**src/rtl/core/sdff_pkg.sv**
```systemverilog
// constants shared by the signed decimal field formatter and its checker
package sdff_pkg;

    localparam int ValueW  = 32;
    localparam int FieldW  = 5;
    localparam int CharW   = 8;
    localparam int BcdDigits = 10;
    localparam int BcdW    = 4 * BcdDigits;
    localparam int CntW    = 5;

    localparam logic [CharW-1:0] CharZero  = 8'd48;
    localparam logic [CharW-1:0] CharMinus = 8'd45;
    localparam logic [CharW-1:0] CharNone  = 8'd0;

    typedef logic [BcdW-1:0] t_bcd;

endpackage

```
**src/rtl/core/signed_decimal_field_formatter_top.sv**
```systemverilog
// signed decimal field formatter: bit-serial binary to bcd, then one character per cycle
//
// A transfer is taken when start is high and busy is low. The magnitude of the value is
// converted bit-serially to ten bcd digits by shift-and-add-3, one input bit per cycle, then
// the digits leave one per cycle, lowest first, from the rightmost field position leftward,
// followed by a minus sign when the value is negative and a position is left. Each
// character shows on the outputs for exactly one cycle with o_strobe high; the receiver
// cannot stall, so it must take every strobed cycle. o_last marks the final character.
// A zero field width gives a single strobe with o_write_enable low. Widths above
// MAX_WIDTH are clipped to MAX_WIDTH. busy is high from the cycle after the transfer to
// the cycle of the last strobe inclusive.
module signed_decimal_field_formatter_top #(
    parameter int MAX_WIDTH = 16
) (
    input  logic                             i_clk,
    input  logic                             i_rst_n,
    input  logic                             start,
    output logic                             busy,
    input  logic signed [sdff_pkg::ValueW-1:0] i_value,
    input  logic [sdff_pkg::FieldW-1:0]      i_field_width,
    output logic                             o_strobe,
    output logic [((MAX_WIDTH > 1) ? $clog2(MAX_WIDTH) : 1)-1:0] o_position,
    output logic [sdff_pkg::CharW-1:0]       o_char_code,
    output logic                             o_write_enable,
    output logic                             o_last
);

    localparam int PosW = (MAX_WIDTH > 1) ? $clog2(MAX_WIDTH) : 1;
    localparam int WW   = 7;
    localparam logic [WW-1:0] MaxW = WW'(MAX_WIDTH);

    // state codes
    localparam logic [2:0] StIdle = 3'd0;
    localparam logic [2:0] StConv = 3'd1;
    localparam logic [2:0] StEmit = 3'd2;
    localparam logic [2:0] StSign = 3'd3;
    localparam logic [2:0] StNone = 3'd4;

    logic [2:0]                     r_state, n_state;
    logic [sdff_pkg::CntW-1:0]      r_cnt, n_cnt;
    logic [sdff_pkg::ValueW-1:0]    r_bin, n_bin;
    sdff_pkg::t_bcd                 r_bcd, n_bcd;
    logic [PosW-1:0]                r_pos, n_pos;
    logic                           r_neg, n_neg;

    logic                           accept;
    logic [WW-1:0]                  width_ext;
    logic [WW-1:0]                  width_sat;
    logic [sdff_pkg::ValueW-1:0]    mag;
    sdff_pkg::t_bcd                 bcd_adj;
    logic                           room;      // a position remains left of the current one
    logic                           more_dig;  // higher digits still non-zero

    assign accept    = start && !busy;
    assign busy      = (r_state != StIdle);
    assign width_ext = {{(WW - sdff_pkg::FieldW){1'b0}}, i_field_width};
    assign width_sat = (width_ext > MaxW) ? MaxW : width_ext;
    // two's complement magnitude, the most negative value maps to 2^31 unsigned
    assign mag       = i_value[sdff_pkg::ValueW-1] ? (~i_value + 1'b1) : i_value;

    assign room     = (r_pos != '0);
    assign more_dig = (r_bcd[sdff_pkg::BcdW-1:4] != '0);

    // shift-and-add-3 correction on every bcd digit before the shift
    always_comb begin
        for (int i = 0; i < sdff_pkg::BcdDigits; i++) begin
            bcd_adj[4*i +: 4] = (r_bcd[4*i +: 4] >= 4'd5) ? (r_bcd[4*i +: 4] + 4'd3)
                                                           : r_bcd[4*i +: 4];
        end
    end

    // output decode straight from the state registers
    always_comb begin
        o_strobe       = 1'b0;
        o_position     = r_pos;
        o_char_code    = sdff_pkg::CharNone;
        o_write_enable = 1'b0;
        o_last         = 1'b0;
        case (r_state)
            StEmit: begin
                o_strobe       = 1'b1;
                o_char_code    = sdff_pkg::CharZero + {4'b0000, r_bcd[3:0]};
                o_write_enable = 1'b1;
                o_last         = !(room && (more_dig || r_neg));
            end
            StSign: begin
                o_strobe       = 1'b1;
                o_char_code    = sdff_pkg::CharMinus;
                o_write_enable = 1'b1;
                o_last         = 1'b1;
            end
            StNone: begin
                o_strobe       = 1'b1;
                o_position     = '0;
                o_last         = 1'b1;
            end
            default: ;
        endcase
    end

    // next-state logic
    always_comb begin
        n_state = r_state;
        n_cnt   = r_cnt;
        n_bin   = r_bin;
        n_bcd   = r_bcd;
        n_pos   = r_pos;
        n_neg   = r_neg;
        case (r_state)
            StIdle: begin
                if (accept) begin
                    n_neg = i_value[sdff_pkg::ValueW-1];
                    n_bin = mag;
                    n_bcd = '0;
                    n_cnt = '0;
                    n_pos = PosW'(width_sat - 1'b1);
                    if (width_sat == '0) begin
                        n_state = StNone;
                    end else begin
                        n_state = StConv;
                    end
                end
            end
            StConv: begin
                // one binary bit enters the bcd register per cycle, msb first
                n_bcd = {bcd_adj[sdff_pkg::BcdW-2:0], r_bin[sdff_pkg::ValueW-1]};
                n_bin = {r_bin[sdff_pkg::ValueW-2:0], 1'b0};
                n_cnt = r_cnt + 1'b1;
                if (r_cnt == '1) begin
                    n_state = StEmit;
                end
            end
            StEmit: begin
                n_bcd = {4'b0000, r_bcd[sdff_pkg::BcdW-1:4]};
                if (room) begin
                    n_pos = r_pos - 1'b1;
                    if (more_dig) begin
                        n_state = StEmit;
                    end else if (r_neg) begin
                        n_state = StSign;
                    end else begin
                        n_state = StIdle;
                    end
                end else begin
                    n_state = StIdle;
                end
            end
            StSign: n_state = StIdle;
            StNone: n_state = StIdle;
            default: n_state = StIdle;
        endcase
    end

    always_ff @(posedge i_clk) begin
        if (!i_rst_n) begin
            r_state <= StIdle;
            r_cnt   <= '0;
        end else begin
            r_state <= n_state;
            r_cnt   <= n_cnt;
        end
    end

    // datapath registers, no reset needed
    always_ff @(posedge i_clk) begin
        r_bin <= n_bin;
        r_bcd <= n_bcd;
        r_pos <= n_pos;
        r_neg <= n_neg;
    end

endmodule

```
**config.mk**
```make
export PLATFORM = sky130hd
export DESIGN_NAME = signed_decimal_field_formatter_top
export DESIGN_NICKNAME = d
export VERILOG_FILES = /design/src/rtl/core/sdff_pkg.sv /design/src/rtl/core/signed_decimal_field_formatter_top.sv
export SDC_FILE = /design/constraint.sdc
export NUM_CORES = 1
export LEC_CHECK = 0
export ABC_AREA = 1
export BUFFER_PORTS_ARGS = -buffer_cell sky130_fd_sc_hd__buf_2
export CAP_MARGIN = 0
export CORE_ASPECT_RATIO = 0.6
export CORE_MARGIN = 5
export CORE_UTILIZATION = 35
export CTS_CLUSTER_DIAMETER = 150
export CTS_CLUSTER_SIZE = 25
export DETAILED_ROUTE_END_ITERATION = 10
export GPL_TIMING_DRIVEN = 0
export PLACE_DENSITY_LB_ADDON = 0.08
export REMOVE_ABC_BUFFERS = 1
export SLEW_MARGIN = 20
export SYNTH_ARGS = -nofsm -noshare
export SYNTH_HDL_FRONTEND = slang
export SYNTH_SLANG_ARGS = --single-unit
```
**constraint.sdc**
```tcl
create_clock -name i_clk -period 2.3 [get_ports i_clk]
set_input_delay 0.46 -clock i_clk [delete_from_list [all_inputs] [get_ports i_clk]]
set_output_delay 0.46 -clock i_clk [all_outputs]
set_load 0.02 [all_outputs]
```
### After elaboration in Yosys (flattened, before gate mapping)

Cells that the tools add are included.
Widths: inputs -> output; s select.

* add/sub/neg operators: 15
* $mul: 0
* divide/modulo/power cells: 0
* order comparisons: 11
* equality and inequality tests: 8
* shifts and indexed selects: 0
* muxes and demuxes: 33
* bitwise gates (word level): 1
* reduce and logical (&&, ||, !) cells: 21

Operator list (count)
* $pmux 40 s3: 1
* $mux 32: 2
* $pmux 32 s2: 1
* $mux 4: 12
* $ge 4x3->1 const B: 10
* $mux 40: 1
* $add 4x2->4 const B: 9
* $reduce_bool 36->1: 1
* $add 32x1->32 const B: 1
* $not 32->32: 1
* $mux 3: 5
* $pmux 7 s2: 1
* $mux 5: 2
* $pmux 5 s2: 1
* $pmux 3 s3: 1
* $pmux 4 s2: 1
* $reduce_and 2->1: 4
* $sub 4x1->4 const B: 2
* $add 6x4->7 const A: 1
* $logic_not 7->1: 1
* $eq 3x2->1 const B: 2
* $ne 2x2->1 const B: 3
* $reduce_bool 3->1: 2
* $add 5x1->5 const B: 1
* other kinds (17): 23

* flip-flop bits (word level): 85
* bits in latches: 0
* RAM bits: 0
* memory bits (read-only): 0
* input bits: 40
* output and inout bits: 16
* logic and storage cells: 95
* memories: 0

### Logic depth before layout (Yosys ltp)

Gate-level depths: netlist of the first run.

* word-level depth: 6
* depth in mapped cells: 11
* mapped depth without buffers: 11

### Worst setup path after synthesis of the first run

No wires, ideal clock.

* path kind: register to register
* start: reg r_state[0]
* end: reg r_bcd[0], enable pin
* setup time: 0.395 ns
* data arrival time: 1.693 ns
* data required time: 1.905 ns
* path slack: 0.213 ns
* stages on the path, launching flop included: 7
* clock period less this slack: 2.087 ns
* path through: dfxtp_1 nor2_1 nand2_1 inv_1 nand2_1 nand2_1 inv_1

* word-level cells in the longest chain between the ends: 5
* elaborated cells on any way between the ends: 9
* those cells by class: eq/ne (3); reduce/logical (6)

RTL lines
* from (decl): RTL line signed_decimal_field_formatter_top.sv:39 `logic [2:0] r_state, n_state;`
* from (signal assigned): RTL line signed_decimal_field_formatter_top.sv:156 `r_state <= StIdle;`
* from (signal assigned): RTL line signed_decimal_field_formatter_top.sv:159 `r_state <= n_state;`
* $reduce_bool 3->1: RTL line signed_decimal_field_formatter_top.sv:55 `assign busy = (r_state != StIdle);`
* named net busy: RTL line signed_decimal_field_formatter_top.sv:18 `output logic busy,`
* $logic_not 1->1: RTL line signed_decimal_field_formatter_top.sv:54 `assign accept = start && !busy;`
* $logic_and 1x1->1: RTL line signed_decimal_field_formatter_top.sv:54
* $ne 2x2->1 (no source line)
* $reduce_and 2->1 (no source line)
* to (signal assigned): RTL line signed_decimal_field_formatter_top.sv:167 `r_bcd <= n_bcd;`
* to (decl): RTL line signed_decimal_field_formatter_top.sv:42 `sdff_pkg::t_bcd r_bcd, n_bcd;`

The timed path passes the listed nets, and every way through them passes these cells.
A chain may end at the register's enable or synchronous reset.

### Worst setup path after layout of the first run

* start: reg r_bcd[13]
* end: reg r_state[1]

* word-level cells in the longest chain between the ends: 4

RTL lines
* $reduce_bool 36->1: RTL line signed_decimal_field_formatter_top.sv:62 `assign more_dig = (r_bcd[sdff_pkg::BcdW-1:4] != '0);`
* $mux 2: RTL line signed_decimal_field_formatter_top.sv:137 `if (more_dig) begin`
* $mux 3: RTL line signed_decimal_field_formatter_top.sv:135 `if (room) begin`
* $pmux 3 s3: RTL line signed_decimal_field_formatter_top.sv:109 `case (r_state)`

No other way between the ends.

==> flow_summary.toml, run 1 <==
[run_status]
status = "finished, violations left"
violations = "negative setup slack"

[route]
wl_per_cell_um = 15.12
drc_errors = 0
firstDrtPassIters = 5
route.final.wire_length_um = 15270
postRouteAntennaNets = 0
drt-vias-per-instance = 5.057
num_vias = 5108
drt_iter0_drc = 391

[yosys]
synth_warnings = 0
yosysSeqAreaShare_pct = 42.88
synth_cell_types = 39
syn-instance-count = 719
syn_area_mm2 = 0.005766
synth_seq_cells = 85
avgSynthCellArea_um2 = 8.019

[sta]
setup_viol = 2
drv_slew = 0
hold-worst-slack_ns = 0.3962
timing.final.ws_setup_ns = -0.1072
rsz0062_at_grt = "true"
maxSlewHeadroom_pct = 44.62
period_needed_ns = 2.407
hold_viol_final = 0
fin_worst_skew_ns = 0.01009
min_period_over_period_pct = 104.7
worst_pin_slew_ns = 0.8297
fmax_ghz = 0.4154

[critical_path]
critPathBufInv = 9
arrival_ns = 2.61
cp_common_cell = "buf_4"
crit_required_ns = 2.50
slowest_stage = "edfxtp_1"
crit_type = "flop to flop"
start_kind = "flop"
worstSetupEndpointType = "flop"
cp_max_fo = 2
slowest_delay_ns = 0.42
crit_chain = "inv_2 > ha_4 > nand2_2 > nor2_2 > nand3_1 > nor2_2 > nand3b_1 > buf_4 > buf_4 > buf_4 > buf_4 > buf_4 > buf_4 > buf_4 > buf_4 > nand3_2 > a21oi_2"
path_delay_family = "buffers and inverters"

[pwr]
max-vdd-ir-drop_mv = 0.4512
cellLeakagePower_nw = 2.942
power.density_mw_per_mm2 = 1187

[clocking]
clk_pin_slew_ns = 0.07
cts.path.max_buffers = 2
clk_latency_ns = 0.34
tritoncts = "built"
cts-root-buf = "clkbuf_16"
h-tree-depth = 3
cts_buffers = 9
cts.sinks = 85

[global_routing]
grt_antenna_before_repair = 0
grt_pass1_vias = 4752
grt_max_degree = 63
globalRoute.totalOverflow = 0
grt_pass1_wl_um = 24570
grt_use_total_pct = 16.04

[place]
placed_cells = 962
post-dp-hpwl_um = 10580
gp_congestion = 0.8687
pre_cts_slack_ns = -1.099
io_buffer_count = 53

[hold_path]
hold_class = "input pin to flop"

[floorplan]
die_h_um = 109.4
coreArea_mm2 = 0.01622
initial_core_util_pct = 35.56
die_x_um = 175.7
io_pins = 56
rows = 36
die_area_mm2 = 0.01922

[finish]
syn_to_final_growth_pct = 19.34
multi_input_area_mm2 = 0.002877
nets = 869
post-route-util_pct = 42.43
layout_common_cells = "148 x nand2_1, 81 x inv_1, 77 x o21ai_0, 77 x edfxtp_1, 67 x nor2_1"
regArea_mm2 = 0.002474
drive_gt1_share_pct = 19.48
instances_no_fill = 1010
final_common_cell = "nand2_1"
antennaDiodeCount = 0
n_fill_cell = 1603

[job]
drv_cap = 0
through the flow:
stage,setup TNS (ns),power (W),area (µm²)
4_1_cts,-0.1852,0.008092,6797
5_1_grt,-1.981,0.008851,6880
2_1_floorplan,-19.26,0.005162,5640
6_report,-0.1913,0.008166,6880
3_5_place_dp,-53.10,0.006180,6217
3_3_place_gp,-127.99,0.006091,6167
kinds of logic (layout without fill, tap and decap cells):
group	count (synthesis)	count (layout)	synth area share, %
AOI/OAI and AO/OA	150	150	14.52
xor gates and xnor gates	24	24	3.646
adders and majority gates	33	33	7.162
buffers and inverters	124	204	8.876
DFF	85	85	42.88
other	1	2	0.06504
and+or+nand+nor	302	303	22.85
state kept, by name, summed over array words and instances, names as in the netlist:
| signal | count |
|---|---|
| r_state | 3 |
| r_cnt | 5 |
| r_neg | 1 |
| r_pos | 4 |
| r_bcd | 40 |
| r_bin | 32 |
tightest hold or removal path, delay by kind of cell:
kind / cells / cell delay (ns)
simple gates: 1 / 0.05
buf+inv: 2 / 0.13
routing by layer:
metal | GRT usage (%) | part of all wire (%)
met3 | 3.471 | 5.8
met4 | 3.059 | 0.75
met5 | 0 | 0
met1 | 25.47 | 55
met2 | 22.12 | 38
power breakdown:
part	total [W]	internal (W)	switching, W
Combinational	0.00360	0.00126	0.00235
Clock	0.00152	0.000903	0.000616
Sequential	0.00304	0.00267	0.000374
synth_stat cells (all sizes together):
master  instances  area, µm²
nand2         153      581.8
inv           102      382.9
o21ai          82      421.7
nor2           80      342.8
edfxtp         77       2312
nand3          46      250.2
a21oi          33      165.2
ha             33      412.9
xor2           22      192.7
buf            16      106.4
o22ai          15      93.84
nand4          12      75.07
dfxtp           8      160.2
clkbuf          6      22.52
a31oi           5      37.53
nor3            4      20.02
nand3b          3      22.52
o211ai          3      22.52
o31ai           3      22.52
o32ai           3      26.28
a211oi          2      15.01
nor4            2      12.51
or2             2      12.51
xnor2           2      17.52
a221oi          1      8.760
conb            1      3.750
o21a            1      7.510
o21bai          1      7.510
o41ai           1      8.760
final timing paths:
kind | cells past startpoint | slack (ns) | to | start
max | 17 | -0.11 | r_state[1] | r_bcd[13]
min | 3 | 0.40 | r_bin[0] | i_value[0]
max reg2reg | 17 | -0.11 | r_state[1] | r_bcd[13]
min reg2reg | 2 | 0.48 | r_cnt[3] | r_cnt[3]
layout make-up:
| cell class | count | share of cell area [%] |
|---|---|---|
| tap | 209 | 3.801 |
| clock inverter | 4 | 0.5092 |
| clock buffer | 12 | 4.201 |
| multi-input combinational | 512 | 41.81 |
| inverter | 102 | 5.874 |
| timing repair buffer | 86 | 7.856 |
| sequential | 85 | 35.95 |
what timing repair did:
| item | in CTS | in global routing |
|---|---|---|
| gates resized for setup | 33 | 8 |
| setup buffers | 25 | 6 |
| endpoints found under the hold margin | 0 | 0 |
| pin swaps | 8 | 5 |
| gates cloned | 1 | 0 |
| setup endpoints to repair | 82 | 34 |
| hold buffers | 0 | 0 |
(Power assumes the default switching activity.)
==> run 2, diff against run 1 <==
--- a/config.mk
+++ b/config.mk
@@ -15,7 +15,7 @@
 export CTS_CLUSTER_SIZE = 25
 export DETAILED_ROUTE_END_ITERATION = 10
 export GPL_TIMING_DRIVEN = 0
-export PLACE_DENSITY_LB_ADDON = 0.08
+export PLACE_DENSITY_LB_ADDON = 0.15
 export REMOVE_ABC_BUFFERS = 1
 export SLEW_MARGIN = 20
 export SYNTH_ARGS = -nofsm -noshare
==> run 2 against run 1 <==
  * The run still ends with negative setup slack left
  * Sequential share of layout area is 0.29 points lower
  * Worst hold slack worse by 0.0080 ns
  * Power is 3.3% higher
  * Final cell count is 0.30% higher
  * Maximum frequency is 1.9% higher
  * Via count is 0.80% higher
  * Die area stayed put
  * Largest power group unchanged
  * Critical endpoint is now o_last
  * Sequential cell count stayed put
  * Critical path depth is 8 lower
  * Sequential power hardly changed
  * Worst setup slack better by 0.044 ns
==> flow_summary.toml, run 2 (same netlist as run 1, synthesis figures left out) <==
[clocking]
cts_buffers = 9
cts.sinks = 85
cts-root-buf = "clkbuf_16"
clk_pin_slew_ns = 0.07
h-tree-depth = 3
ctsHoldBuffers = 0
tritoncts = "built"
cts.path.max_buffers = 2
clk_latency_ns = 0.34

[hold_path]
hold_class = "input pin to flop"
min_from = "i_value[0]"

[critical_path]
crit_type = "flop to primary output"
slowest_stage = "edfxtp_1"
path_delay_family = "simple AND/OR/NAND/NOR gates"
cp_common_cell = "nand2_1"
crit_required_ns = 1.84
start_kind = "flop"
critPathBufInv = 2
reg2reg_slack_ns = -0.01
rr_worst_depth = 14
endpoint = "o_last"
slowest_delay_ns = 0.41
arrival_ns = 1.90
worstSetupEndpointType = "primary output"
crit_start = "r_bcd[28]"
cp_max_fo = 3
rr_endpoint = "r_state[1]"
r2r_start = "r_bcd[28]"
crit_chain = "inv_2 > ha_4 > nand4_1 > nor3_2 > nand3b_1 > nand2_1 > nand2_1 > o21ai_1 > buf_4"
path_depth = 9

[place]
pre_cts_slack_ns = -1.080
postPlaceCellArea_mm2 = 0.006217
gp_congestion = 0.8807
io_buffer_count = 53
post-dp-hpwl_um = 10490

[pwr]
pwr-share-seq_pct = 36.1
power.density_mw_per_mm2 = 1216
comb_power_share_pct = 43.6
power_switching_w = 0.003387
p_sw_share_pct = 40.17
max-vdd-ir-drop_mv = 0.4540
clock_power_share_pct = 20.3
totalPowerFinal_w = 0.008433
cellLeakagePower_nw = 2.965
p_int_w = 0.005046

[route]
postRouteAntennaNets = 0
drt-vias-per-instance = 5.083
firstDrtPassIters = 5
num_vias = 5149
drc_errors = 0
drt_iter0_drc = 414
route.final.wire_length_um = 15530
wl_per_cell_um = 15.33

[finish]
design_area_mm2 = 0.006935
largest-register = "r_bcd"
syn_to_final_growth_pct = 20.29
largest_register_ffs = 40
nets = 872
post-route-util_pct = 42.77
final_common_cell = "nand2_1"
antennaDiodeCount = 0
reg.largest.list = "r_bcd (40), r_bin (32), r_cnt (5)"
n_fill_cell = 1619
layout_common_cells = "147 x nand2_1, 81 x inv_1, 77 x o21ai_0, 77 x edfxtp_1, 67 x nor2_1"
drive_gt1_share_pct = 19.78

[global_routing]
grt_pass1_vias = 4870
globalRoute.totalOverflow = 0
grt_pass1_wl_um = 25340
grt_antenna_before_repair = 0
grt_use_total_pct = 16.49
grt_max_degree = 63

[sta]
min_period_over_period_pct = 102.8
hold_viol_final = 0
setup_viol = 2
rsz0062_at_grt = "true"
worst_pin_slew_ns = 0.7157
hold-worst-slack_ns = 0.3882
fin_worst_skew_ns = 0.01262
timing.final.ws_setup_ns = -0.06336
maxSlewHeadroom_pct = 52.23
period_needed_ns = 2.363
fmax_ghz = 0.4231
drv_slew = 0

[floorplan]
die_area_mm2 = 0.01922
io_pins = 56
die_h_um = 109.4
coreArea_mm2 = 0.01622
initial_core_util_pct = 35.56
rows = 36
die_x_um = 175.7

[run_status]
status = "finished, violations left"
violations = "negative setup slack"

[job]
drv_cap = 0
[run 2: cell types whose count changed in the layout (fill, tap and decap cells not counted), sizes merged]
cell / delta
clkinv: -1
bufinv: +3
buf: +2
inv: +1
clkbuf: -3
nand3: +1
[run 2: power groups by stage]
stage	sequential [W]	clock, W	combinational (W)
4_1_cts	0.00305	0.00175	0.00348
3_3_place_gp	0.00305	0	0.00302
2_1_floorplan	0.00295	0	0.00221
3_5_place_dp	0.00305	0	0.00314
6_report	0.00304	0.00171	0.00368
5_1_grt	0.00313	0.00181	0.00419
[run 2: worst reg2reg max path, delay by kind of cell (launching register included)]
kind | cells | cell delay, ns
adder cells (fa/ha/maj) | 1 | 0.15
flip-flops | 1 | 0.41
AO/OA/AOI/OAI | 1 | 0.07
AND/OR/NAND/NOR | 4 | 0.57
buffers and inverters | 8 | 0.99
[run 2: how the worst min path moves through the flow]
| stage | endpoint | slack [ns] | cells after the start |
|---|---|---|---|
| after floorplan | r_cnt[4] | 0.44 | 2 |
| after global placement | r_cnt[4] | 0.45 | 2 |
| after detailed placement | r_cnt[4] | 0.46 | 2 |
| after CTS | r_bin[0] | 0.38 | 3 |
| after global routing | r_bin[0] | 0.39 | 3 |
| final | r_bin[0] | 0.39 | 3 |
[run 2: what timing repair did]
action	4_1_cts	5_1_grt
cloned	2	0
buffers inserted	22	11
pin swaps	3	8
endpoints found under the hold margin	0	0
resized for setup	32	10
setup endpoints to repair	82	35
[run 2: cell type report]
cell class | count | area, µm² | share of cell area (%)
tap | 209 | 261.5 | 3.771
multi-input combinational | 513 | 2898 | 41.78
sequential | 85 | 2474 | 35.67
clock inverter | 7 | 121.4 | 1.750
timing repair buffer | 88 | 555.5 | 8.010
clock buffer | 9 | 225.2 | 3.247
inverter | 102 | 400.4 | 5.773
[run 2: stage by stage]
step | std cells | TNS, ns
3_3_place_gp | 960 | -120.09
6_report | 1013 | -0.06870
4_1_cts | 1002 | -0.06838
5_1_grt | 1013 | -0.3256
2_1_floorplan | 698 | -19.26
3_5_place_dp | 962 | -50.02
[run 2: routing by layer]
| layer | wire [µm] | global-route usage (%) |
|---|---|---|
| met3 | 1071 | 4.364 |
| met5 | 0 | 0 |
| met4 | 103 | 3.504 |
| met2 | 5943 | 22.92 |
| met1 | 8413 | 25.44 |
